<file path="config.mk">
export PLATFORM = sky130hd
export DESIGN_NAME = hti_queue
export DESIGN_NICKNAME = d
export VERILOG_FILES = /design/src/sv/assert_macros.svh /design/src/sv/hti_queue.sv
export SDC_FILE = /design/constraint.sdc
export NUM_CORES = 1
export LEC_CHECK = 0
export BUFFER_PORTS_ARGS = -buffer_cell sky130_fd_sc_hd__buf_2
export CORE_MARGIN = 3
export CORE_UTILIZATION = 38
export CTS_CLUSTER_DIAMETER = 150
export DETAILED_ROUTE_END_ITERATION = 12
export MAX_ROUTING_LAYER = met4
export SYNTH_ARGS = -nofsm -noshare
export SYNTH_HDL_FRONTEND = slang
export SYNTH_SLANG_ARGS = --single-unit
</file>
<file path="constraint.sdc">
create_clock -name clk_i -period 2.2 [get_ports clk_i]
set_input_delay 0 -clock clk_i [delete_from_list [all_inputs] [get_ports clk_i]]
set_output_delay 0 -clock clk_i [all_outputs]
set_load 0.005 [all_outputs]
</file>
<file path="src/sv/assert_macros.svh">
// Assertion helper macros
`ifndef ASSERT_MACROS_SVH
`define ASSERT_MACROS_SVH
// implication checked every clock, off during reset
`define ASSERT_IMP(label, clk, rstn, ante, cons) \
  label: assert property (@(posedge clk) disable iff (!rstn) (ante) |-> (cons)) \
    else $error("assertion failed");
// next-cycle implication, off during reset
`define ASSERT_NXT(label, clk, rstn, ante, cons) \
  label: assert property (@(posedge clk) disable iff (!rstn) (ante) |=> (cons)) \
    else $error("assertion failed");
`endif

</file>
<file path="src/sv/hti_queue.sv">
// ----------------------------------------------------------------------------
// hti_queue
// Short FIFO between the front and back parts.
// ----------------------------------------------------------------------------
module hti_queue #(
  parameter int W = 8
) (
  input  logic         clk_i,
  input  logic         rst_ni,
  input  logic         wr_valid_i,
  output logic         wr_ready_o,
  input  logic [W-1:0] wr_data_i,
  output logic         rd_valid_o,
  input  logic         rd_ready_i,
  output logic [W-1:0] rd_data_o
);
  logic [W-1:0] mem_q [4];
  logic [1:0] wp_q, rp_q;
  logic [2:0] cnt_q;
  logic wr, rd;
  assign wr_ready_o = cnt_q != 3'd4;
  assign rd_valid_o = cnt_q != 3'd0;
  assign wr = wr_valid_i && wr_ready_o;
  assign rd = rd_valid_o && rd_ready_i;
  assign rd_data_o = mem_q[rp_q];

  always_ff @(posedge clk_i or negedge rst_ni) begin
    if (!rst_ni) begin
      wp_q <= '0;
      rp_q <= '0;
      cnt_q <= '0;
    end else begin
      if (wr) wp_q <= wp_q + 2'd1;
      if (rd) rp_q <= rp_q + 2'd1;
      cnt_q <= cnt_q + 3'(wr) - 3'(rd);
    end
  end

  always_ff @(posedge clk_i) begin
    if (wr) mem_q[wp_q] <= wr_data_i;
  end
endmodule

</file>
==> results of run 1 <==
[metal layers]
layer | vias to the layer above | wire (um) | track usage, % | part of all wire (%)
li1 | 404 | - | - | -
met1 | 425 | 1100 | 14.3 | 43
met2 | 19 | 1300 | 18.0 | 51
met3 | 7 | 97 | 2.95 | 3.8
met4 | 0 | 59 | 5.22 | 2.3
met5 | - | 0 | - | 0
[placed cells by master (no fill, tap or decap), types with 2 or more instances in the layout]
master         instances
edfxtp_1              32
buf_2                 21
dlygate4sd3_1          9
mux4_2                 8
inv_1                  6
ha_1                   6
clkbuf_8               5
dfrtp_1                5
buf_4                  5
and3b_1                4
nand2b_1               4
xnor2_1                2
nand4bb_1              2
o211ai_1               2
dfrtp_2                2
[synthesized netlist by cell type, drive strengths merged]
library cell  count  area, um^2
nand2b            4        25.0
mux4              8         180
edfxtp           32         961
nand2             1        3.75
o211ai            2        15.0
xnor2             3        26.3
ha                6        75.1
and3b             4        35.0
inv               6        22.5
buf               1        11.3
o31a              1        8.76
fa                1        20.0
xor2              1        8.76
nand4bb           2        22.5
dfrtp             7         175
or3               1        6.26
o311ai            1        8.76
clkbuf            1        5.00
nor3b             1        18.8
[cells by family after synthesis]
kind of cell | count (synthesis) | synth area share [%]
compound gates | 4 | 2.00
xor+xnor | 4 | 2.15
fa+ha+maj | 7 | 5.84
buf+inv | 8 | 2.38
flops | 39 | 69.7
mux | 8 | 11.1
simple gates | 13 | 6.84
[registers in the layout, indices dropped and copies added, names as in the netlist]
register,cells
cnt_q,3
mem_q,32
rp_q,2
wp_q,2
[metrics by stage]
step / instances / instance area, um^2 / hold WS, ns
after floorplan: 83 / 1630 / -0.296
after global placement: 154 / 1800 / -0.153
after detailed placement: 154 / 1800 / -0.158
after CTS: 171 / 2000 / 0.0403
after global routing: 174 / 2030 / 0.0560
final: 174 / 2030 / 0.0362
[critical path, cell delays in order (launching register included)]
cell	delay (ns)
dfrtp_2	0.46
o31a_1	0.31
ha_1	0.29
inv_1	0.07
ha_1	0.13
inv_1	0.05
fa_1	0.40
xnor2_2	0.16
xnor2_1	0.13
[power groups by stage]
stage	Combinational [mW]	Sequential [mW]	Clock, mW
2_1_floorplan	0.571	1.11	0
3_3_place_gp	0.718	1.20	0
3_5_place_dp	0.734	1.21	0
4_1_cts	0.749	1.20	0.590
5_1_grt	0.887	1.22	0.631
6_report	0.791	1.19	0.579
[timing repair]
item,in CTS,in global routing
endpoints found under the setup margin,0,1
hold endpoints to repair,39,0
hold buffers,9,0
resized for setup,0,3
setup buffers,0,3
[area by class of cell]
class | instances | area share, %
multi-input cells | 36 | 22.7
clock inverters | 3 | 2.16
well taps | 50 | 3.08
clock buffers | 5 | 3.39
repair buffers | 35 | 11.5
flip-flops and latches | 39 | 56.1
inverters | 6 | 1.11
[path summary, 6_finish.rpt]
kind | end | slack (ns) | cells past startpoint
worst max-delay path | cnt_q[2] | 0.09 | 8
worst min-delay path | wp_q[1] | 0.04 | 3
worst max register to register | cnt_q[2] | 0.09 | 8
worst min register to register | wp_q[1] | 0.60 | 2
max in group asynchronous | cnt_q[0] | 1.96 | 2
min in group asynchronous | rp_q[0] | 0.07 | 2
==> metrics.md, run 1 <==
| Metric | Value |
|---|---|
| Largest net degree at the start of global routing | 14 |
| Wire length of the first global-routing pass | 4300 um |
| Number of instances in the synthesized netlist | 83 |
| Routed WL per cell | 14.7 um |
| Multi-input gate area | 462 um^2 |
| Antenna-violating nets left | 0 |
| Initial detailed-routing violation count | 39 |
| P_int | 1.81 mW |
| Launching element type of the critical path | flip-flop |
| Min Clock Period, post-route | 2.11 ns |
| Outcome | completed |
| DIE AREA | 5110 um^2 |
| Post-detailed-route via-to-cell ratio | 4.91 |
| Highest clock frequency the design can meet | 0.475 GHz |
| Final worst slack | 0.0935 ns |
| Via count of the first global-routing pass | 905 |
| CP Max Fanout | 7 |
| Start point of the worst hold path | wr_valid_i |
| Mean instance size in the synthesized netlist | 19.6 um^2 |
| Data required time at the worst endpoint | 2.37 ns |
| Input/output buffers | 21 |
| Diode insertion count for antenna repair | 0 |
| Max cap viols | 0 |
| Worst Clk Skew | 0.00406 ns |
| Number of filler cells placed in the layout | 331 |
| Buffer levels on the longest clock path | 2 |
| Number of placement rows | 23 |
| Combined area of all synthesized cells | 1630 um^2 |
| Half-perimeter wire length after detailed placement | 1700 um |
| Reported leakage power | 0.774 nW |
| Total Routed Length | 2550 um |
| IR drop worst, VDD | 0.576 mV |
| Crit Path Category | reg2reg |
| Setup violation total in the final timing report | 0 |
| Portion of the post-synthesis area used by sequential elements | 69.7% |
| Endpoint type of the worst setup path | flip-flop |
| Fraction of final layout cells sized beyond drive strength 1 | 37.1% |
| Total clock sinks | 39 |
| Routability Congestion | 0.801 |
| Worst setup path start | cnt_q[0] |
| Antenna violations before repair | 0 |
| Core area | 4060 um^2 |
| Number of remaining DRC errors | 0 |
| Part of the power in combinational logic | 30.9% |
| Clock slew at reported path FFs | 0.07 ns |
| TritonCTS Buffers | 5 |
| Setup repair after global routing missed its margin | no |
| Sw power | 0.745 mW |
| Post-synth cell types | 19 |
| CTS tree | yes |
| Placement-stage worst setup slack | 0.114 ns |
| Clock insertion delay at the later pin of the skew report | 0.28 ns |
| Slew Viols, Final | 0 |
| Drt pass-1 iters | 4 |
| Total chip power | 2.56 mW |
| Pwr per Cell Area | 1260 nW/um^2 |
| Area taken by flip-flops and latches | 1140 um^2 |
| Boundary Pins | 22 |
| Arrival time at the worst endpoint | 2.28 ns |
| Worst r2r src | cnt_q[0] |
| Share of total power in sequential cells | 46.4% |
| Die W | 71.5 um |
| Hold crit path type | in2reg |
| Starting density of the core | 40.1% |
| Final Hold Viols | 0 |
| Net count reported at finish | 142 |
| Flip-flop and latch count after synthesis | 39 |
| Final Cycle Share | 95.8% |
| Setup TNS after final layout | 0 ns |
| Clock network fraction of design power | 22.6% |
| Layout overhead on the synthesized area | 24.7% |
| Net count after synthesis | 102 |
| Tightest Pin Transition | 0.618 ns |
| Total number of vias | 855 |
| Global routing usage summed across all routing layers | 11.6% |
| Switching share of power | 29.1% |
| Headroom to the max-slew limit | 58.8% |
| Clock tree root buffer cell | clkbuf_8 |
| Overall die height | 71.5 um |
| Fraction of the core area covered by cells at the end of the flow | 50.0% |
| Depth of the CTS H-tree | 2 |
| Residual overflow from global routing | 0 |
| Ys Warns | 0 |
(Power assumes the default switching activity.)
==> inputs of run 2 (changes only) <==
--- a/config.mk
+++ b/config.mk
@@ -5,6 +5,7 @@
 export SDC_FILE = /design/constraint.sdc
 export NUM_CORES = 1
 export LEC_CHECK = 0
+export ABC_AREA = 1
 export BUFFER_PORTS_ARGS = -buffer_cell sky130_fd_sc_hd__buf_2
 export CORE_MARGIN = 3
 export CORE_UTILIZATION = 38
==> run 2 against run 1 <==
  * Via count up 33%
  * Non-clock buffer count increased by 2
  * Clock power is 19% higher
  * Largest power group unchanged
==> metrics.md, run 2 <==
| Metric | Value |
|---|---|
| Antenna violations before repair | 0 (unchanged) |
| Setup repair after global routing missed its margin | no (unchanged) |
| Residual overflow from global routing | 0 (unchanged) |
| Hold crit path type | in2async (was in2reg) |
| Drt pass-1 iters | 4 (unchanged) |
| CP Max Fanout | 5 (was 7) |
| Headroom to the max-slew limit | 73.2% (was 58.8%) |
| Xor and xnor area share after synthesis | 0% (was 2.15%) |
| Final Cycle Share | 92.3% (was 95.8%) |
| Fin Hold WS | 0.0747 ns (was 0.0362 ns) |
| Global routing usage summed across all routing layers | 13.0% (was 11.6%) |
| Clock tree root buffer cell | clkbuf_8 (unchanged) |
| Setup violation total in the final timing report | 0 (unchanged) |
| Post-detailed-route via-to-cell ratio | 4.55 (was 4.91) |
| Depth of the CTS H-tree | 2 (unchanged) |
| Pwr per Cell Area | 1280 nW/um^2 (was 1260 nW/um^2) |
| Asr flop ratio synth | 17.9% (unchanged) |
| Routability Congestion | 0.734 (was 0.801) |
| Min Clock Period, post-route | 2.03 ns (was 2.11 ns) |
| Worst Clk Skew | 0.00649 ns (was 0.00406 ns) |
| Synth top area cells | edfxtp_1, dfrtp_1, nand2_1, inv_1, ha_1 (was edfxtp_1, mux4_2, dfrtp_1, ha_1, and3b_1) |
| Number of remaining DRC errors | 0 (unchanged) |
| Die W | 73.3 um (was 71.5 um) |
| Sw power | 0.910 mW (was 0.745 mW) |
| Diode insertion count for antenna repair | 0 (unchanged) |
| Antenna-violating nets left | 0 (unchanged) |
| Largest net degree at the start of global routing | 27 (was 14) |
| Max FFs per register | 32 (unchanged) |
| Tightest Pin Transition | 0.401 ns (was 0.618 ns) |
| Share of cell area taken by muxes after synthesis | 0% (was 11.1%) |
| CTS tree | yes (unchanged) |
| Number of placement rows | 23 (unchanged) |
| Number of flops mapped to enable cells by yosys | 32 (unchanged) |
| Setup TNS after final layout | 0 ns (unchanged) |
| Endpoint type of the worst setup path | flip-flop (unchanged) |
| Area fraction in compound gates after synthesis | 4.65% (was 2.00%) |
| Placement-stage worst setup slack | 0.180 ns (was 0.114 ns) |
| Top cell type's share of synthesized area | 55.8% (was 59.0%) |
| Core area | 4170 um^2 (was 4060 um^2) |
| Top cells by count, synth | nand2_1, edfxtp_1, inv_1 (was edfxtp_1, mux4_2, dfrtp_1) |
| Share of synthesized cell area in and, or, nand and nor gates | 16.3% (was 6.84%) |
| Share of total power in sequential cells | 39.5% (was 46.4%) |
| Cell area after layout | 2130 um^2 (was 2030 um^2) |
| Setup repair bufs after CTS | 0 (unchanged) |
| Busiest grt layer | met2 (unchanged) |
| Arrival time at the worst endpoint | 2.21 ns (was 2.28 ns) |
| Boundary Pins | 22 (unchanged) |
| Register with the most flip-flops | mem_q (unchanged) |
| GR Util met2 | 20.3% (was 18.0%) |
| Clock network fraction of design power | 25.2% (was 22.6%) |
| Portion of the post-synthesis area used by sequential elements | 65.9% (was 69.7%) |
| Layout overhead on the synthesized area | 23.6% (was 24.7%) |
| Most frequent cells in the layout | nand2_1, edfxtp_1, inv_1, buf_2, nor2_1 (was edfxtp_1, buf_2, dlygate4sd3_1, mux4_2) |
| Half-perimeter wire length after detailed placement | 2100 um (was 1700 um) |
| Commonest non-fill, non-tap cell in the layout | nand2_1 (was edfxtp_1) |
| Launching element type of the critical path | flip-flop (unchanged) |
| Area share of fa/ha/maj cells after synthesis | 5.52% (was 5.84%) |
| Post-synth cell types | 15 (was 19) |
| Initial detailed-routing violation count | 60 (was 39) |
| Largest registers | mem_q (32), cnt_q (3) (unchanged) |
| Starting density of the core | 41.3% (was 40.1%) |
| Final Hold Viols | 0 (unchanged) |
| Library cell contributing the largest single delay on the critical path | dfrtp_1 (was dfrtp_2) |
| Hold-fix buffer count after cts | 11 (was 9) |
| Count of instances resized after the clock tree is built | 0 (unchanged) |
| Crit Path Category | reg2reg (unchanged) |
| Met1 track utilization from global routing | 15.9% (was 14.3%) |
| Net count reported at finish | 218 (was 142) |
| Via count of the first global-routing pass | 1102 (was 905) |
| Highest clock frequency the design can meet | 0.493 GHz (was 0.475 GHz) |
| Data required time at the worst endpoint | 2.38 ns (was 2.37 ns) |
| Combined area of all synthesized cells | 1720 um^2 (was 1630 um^2) |
| P_int | 1.82 mW (was 1.81 mW) |
| Max cap viols | 0 (unchanged) |
| Main combinational cell family by area after synthesis | simple AND/OR/NAND/NOR gates (was multiplexers) |
| Switching share of power | 33.3% (was 29.1%) |
| Largest incremental delay on the critical path | 0.44 ns (was 0.46 ns) |
| Met3 track demand over resource in global routing | 4.10% (was 2.95%) |
| IR drop worst, VDD | 0.546 mV (was 0.576 mV) |
| Outcome | completed (unchanged) |
| Final worst slack | 0.170 ns (was 0.0935 ns) |
| Ys Warns | 0 (unchanged) |
| Number of instances in the synthesized netlist | 159 (was 83) |
| Buffer levels on the longest clock path | 2 (unchanged) |
| Total chip power | 2.73 mW (was 2.56 mW) |
| Ordered cell list for the critical path | nor2_2, nand2_1, nand2_1, inv_1, ha_1, inv_1, ha_1, inv_1, fa_1, nand3_1, nand2_1 (was o31a_1, ha_1, inv_1, ha_1, inv_1, fa_1, xnor2_2, xnor2_1) |
| Most frequently used flop master after synthesis | edfxtp_1 (unchanged) |
| Total number of vias | 1137 (was 855) |
| Top-count cell post-synth | nand2_1 (was edfxtp_1) |
| Input/output buffers | 21 (unchanged) |
| Fraction of final layout cells sized beyond drive strength 1 | 20.0% (was 37.1%) |
| TritonCTS Buffers | 5 (unchanged) |
| Clock insertion delay at the later pin of the skew report | 0.28 ns (about the same) |
| Clock slew at reported path FFs | 0.07 ns (about the same) |
| Dominant cell type by area after synthesis | edfxtp_1 (unchanged) |
| Overall die height | 73.3 um (was 71.5 um) |
| Number of filler cells placed in the layout | 360 (was 331) |
| Mean instance size in the synthesized netlist | 10.8 um^2 (was 19.6 um^2) |
| Net count after synthesis | 178 (was 102) |
| Wire length of the first global-routing pass | 5000 um (was 4300 um) |
| Reported leakage power | 0.956 nW (was 0.774 nW) |
| Slew Viols, Final | 0 (unchanged) |
| Total clock sinks | 39 (unchanged) |
| Part of the power in combinational logic | 35.3% (was 30.9%) |
| DIE AREA | 5380 um^2 (was 5110 um^2) |
| Total Routed Length | 2980 um (was 2550 um) |
| Placed Area | 1890 um^2 (was 1800 um^2) |
| Flip-flop and latch count after synthesis | 39 (unchanged) |
| Routed WL per cell | 11.9 um (was 14.7 um) |
==> run 2: changes by cell type after synthesis, moves of 4 or more <==
cell and change:
nand2b_1 -4, nand2_1 +40, and3b_1 -4, o21ai_0 +5, nor2_2 +4, nand3_1 +5, nor2_1 +17, o21ai_1 +11
mux4_2 -8, inv_1 +17
==> run 2: cell type report <==
cell class	instances	area [um^2]	area share [%]
repair buffers	37	253	11.9
well taps	50	62.6	2.94
clock inverters	2	60.1	2.82
multi-input cells	92	455	21.4
inverters	24	90.1	4.23
flip-flops and latches	39	1140	53.3
clock buffers	6	72.6	3.41
==> run 2: metal layers <==
metal,up-vias,wire length (um)
li1,586,-
met1,527,1420
met2,20,1400
met3,4,115
met4,0,41
met5,-,0
==> run 2: worst max-delay path, delay by kind of cell (launching register included) <==
family / cells / cell delay [ns]
adders and majority gates: 3 / 0.78
and+or+nand+nor: 5 / 0.56
buffers and inverters: 3 / 0.14
DFF: 1 / 0.44
==> run 2: path summary, 6_finish.rpt <==
path	from	end	slack, ns	cells past startpoint
min	rst_ni	cnt_q[2]	0.07	2
min in group clk_i	wr_data_i[7]	mem_q[3][7]	0.46	2
min reg2reg	rp_q[1]	rp_q[1]	0.49	2
max in group asynchronous	rst_ni	rp_q[0]	1.96	2
max	cnt_q[1]	cnt_q[2]	0.17	11
max reg2reg	cnt_q[1]	cnt_q[2]	0.17	11
==> run 2: kinds of logic (layout without fill, tap and decap cells) <==
| kind of cell | Yosys count | after routing |
|---|---|---|
| AO/OA/AOI/OAI | 16 | 16 |
| buffers and inverters | 28 | 69 |
| flip-flops | 39 | 39 |
| AND/OR/NAND/NOR | 69 | 69 |
| adder cells (fa/ha/maj) | 7 | 7 |
==> run 2: power by group through the flow <==
stage	Combinational (mW)	Sequential (mW)	Clock, mW
CTS	0.989	1.08	0.701
finish	0.964	1.08	0.688
floorplan	0.683	1.08	0
global route	1.12	1.10	0.735
global placement	0.923	1.09	0
detailed placement	0.969	1.09	0
==> run 2: through the flow <==
stage	cells	util, %
after global placement	231	45.2
final	250	51.0
after detailed placement	231	45.2
after global routing	250	51.0
after floorplan	159	-
after CTS	250	51.0
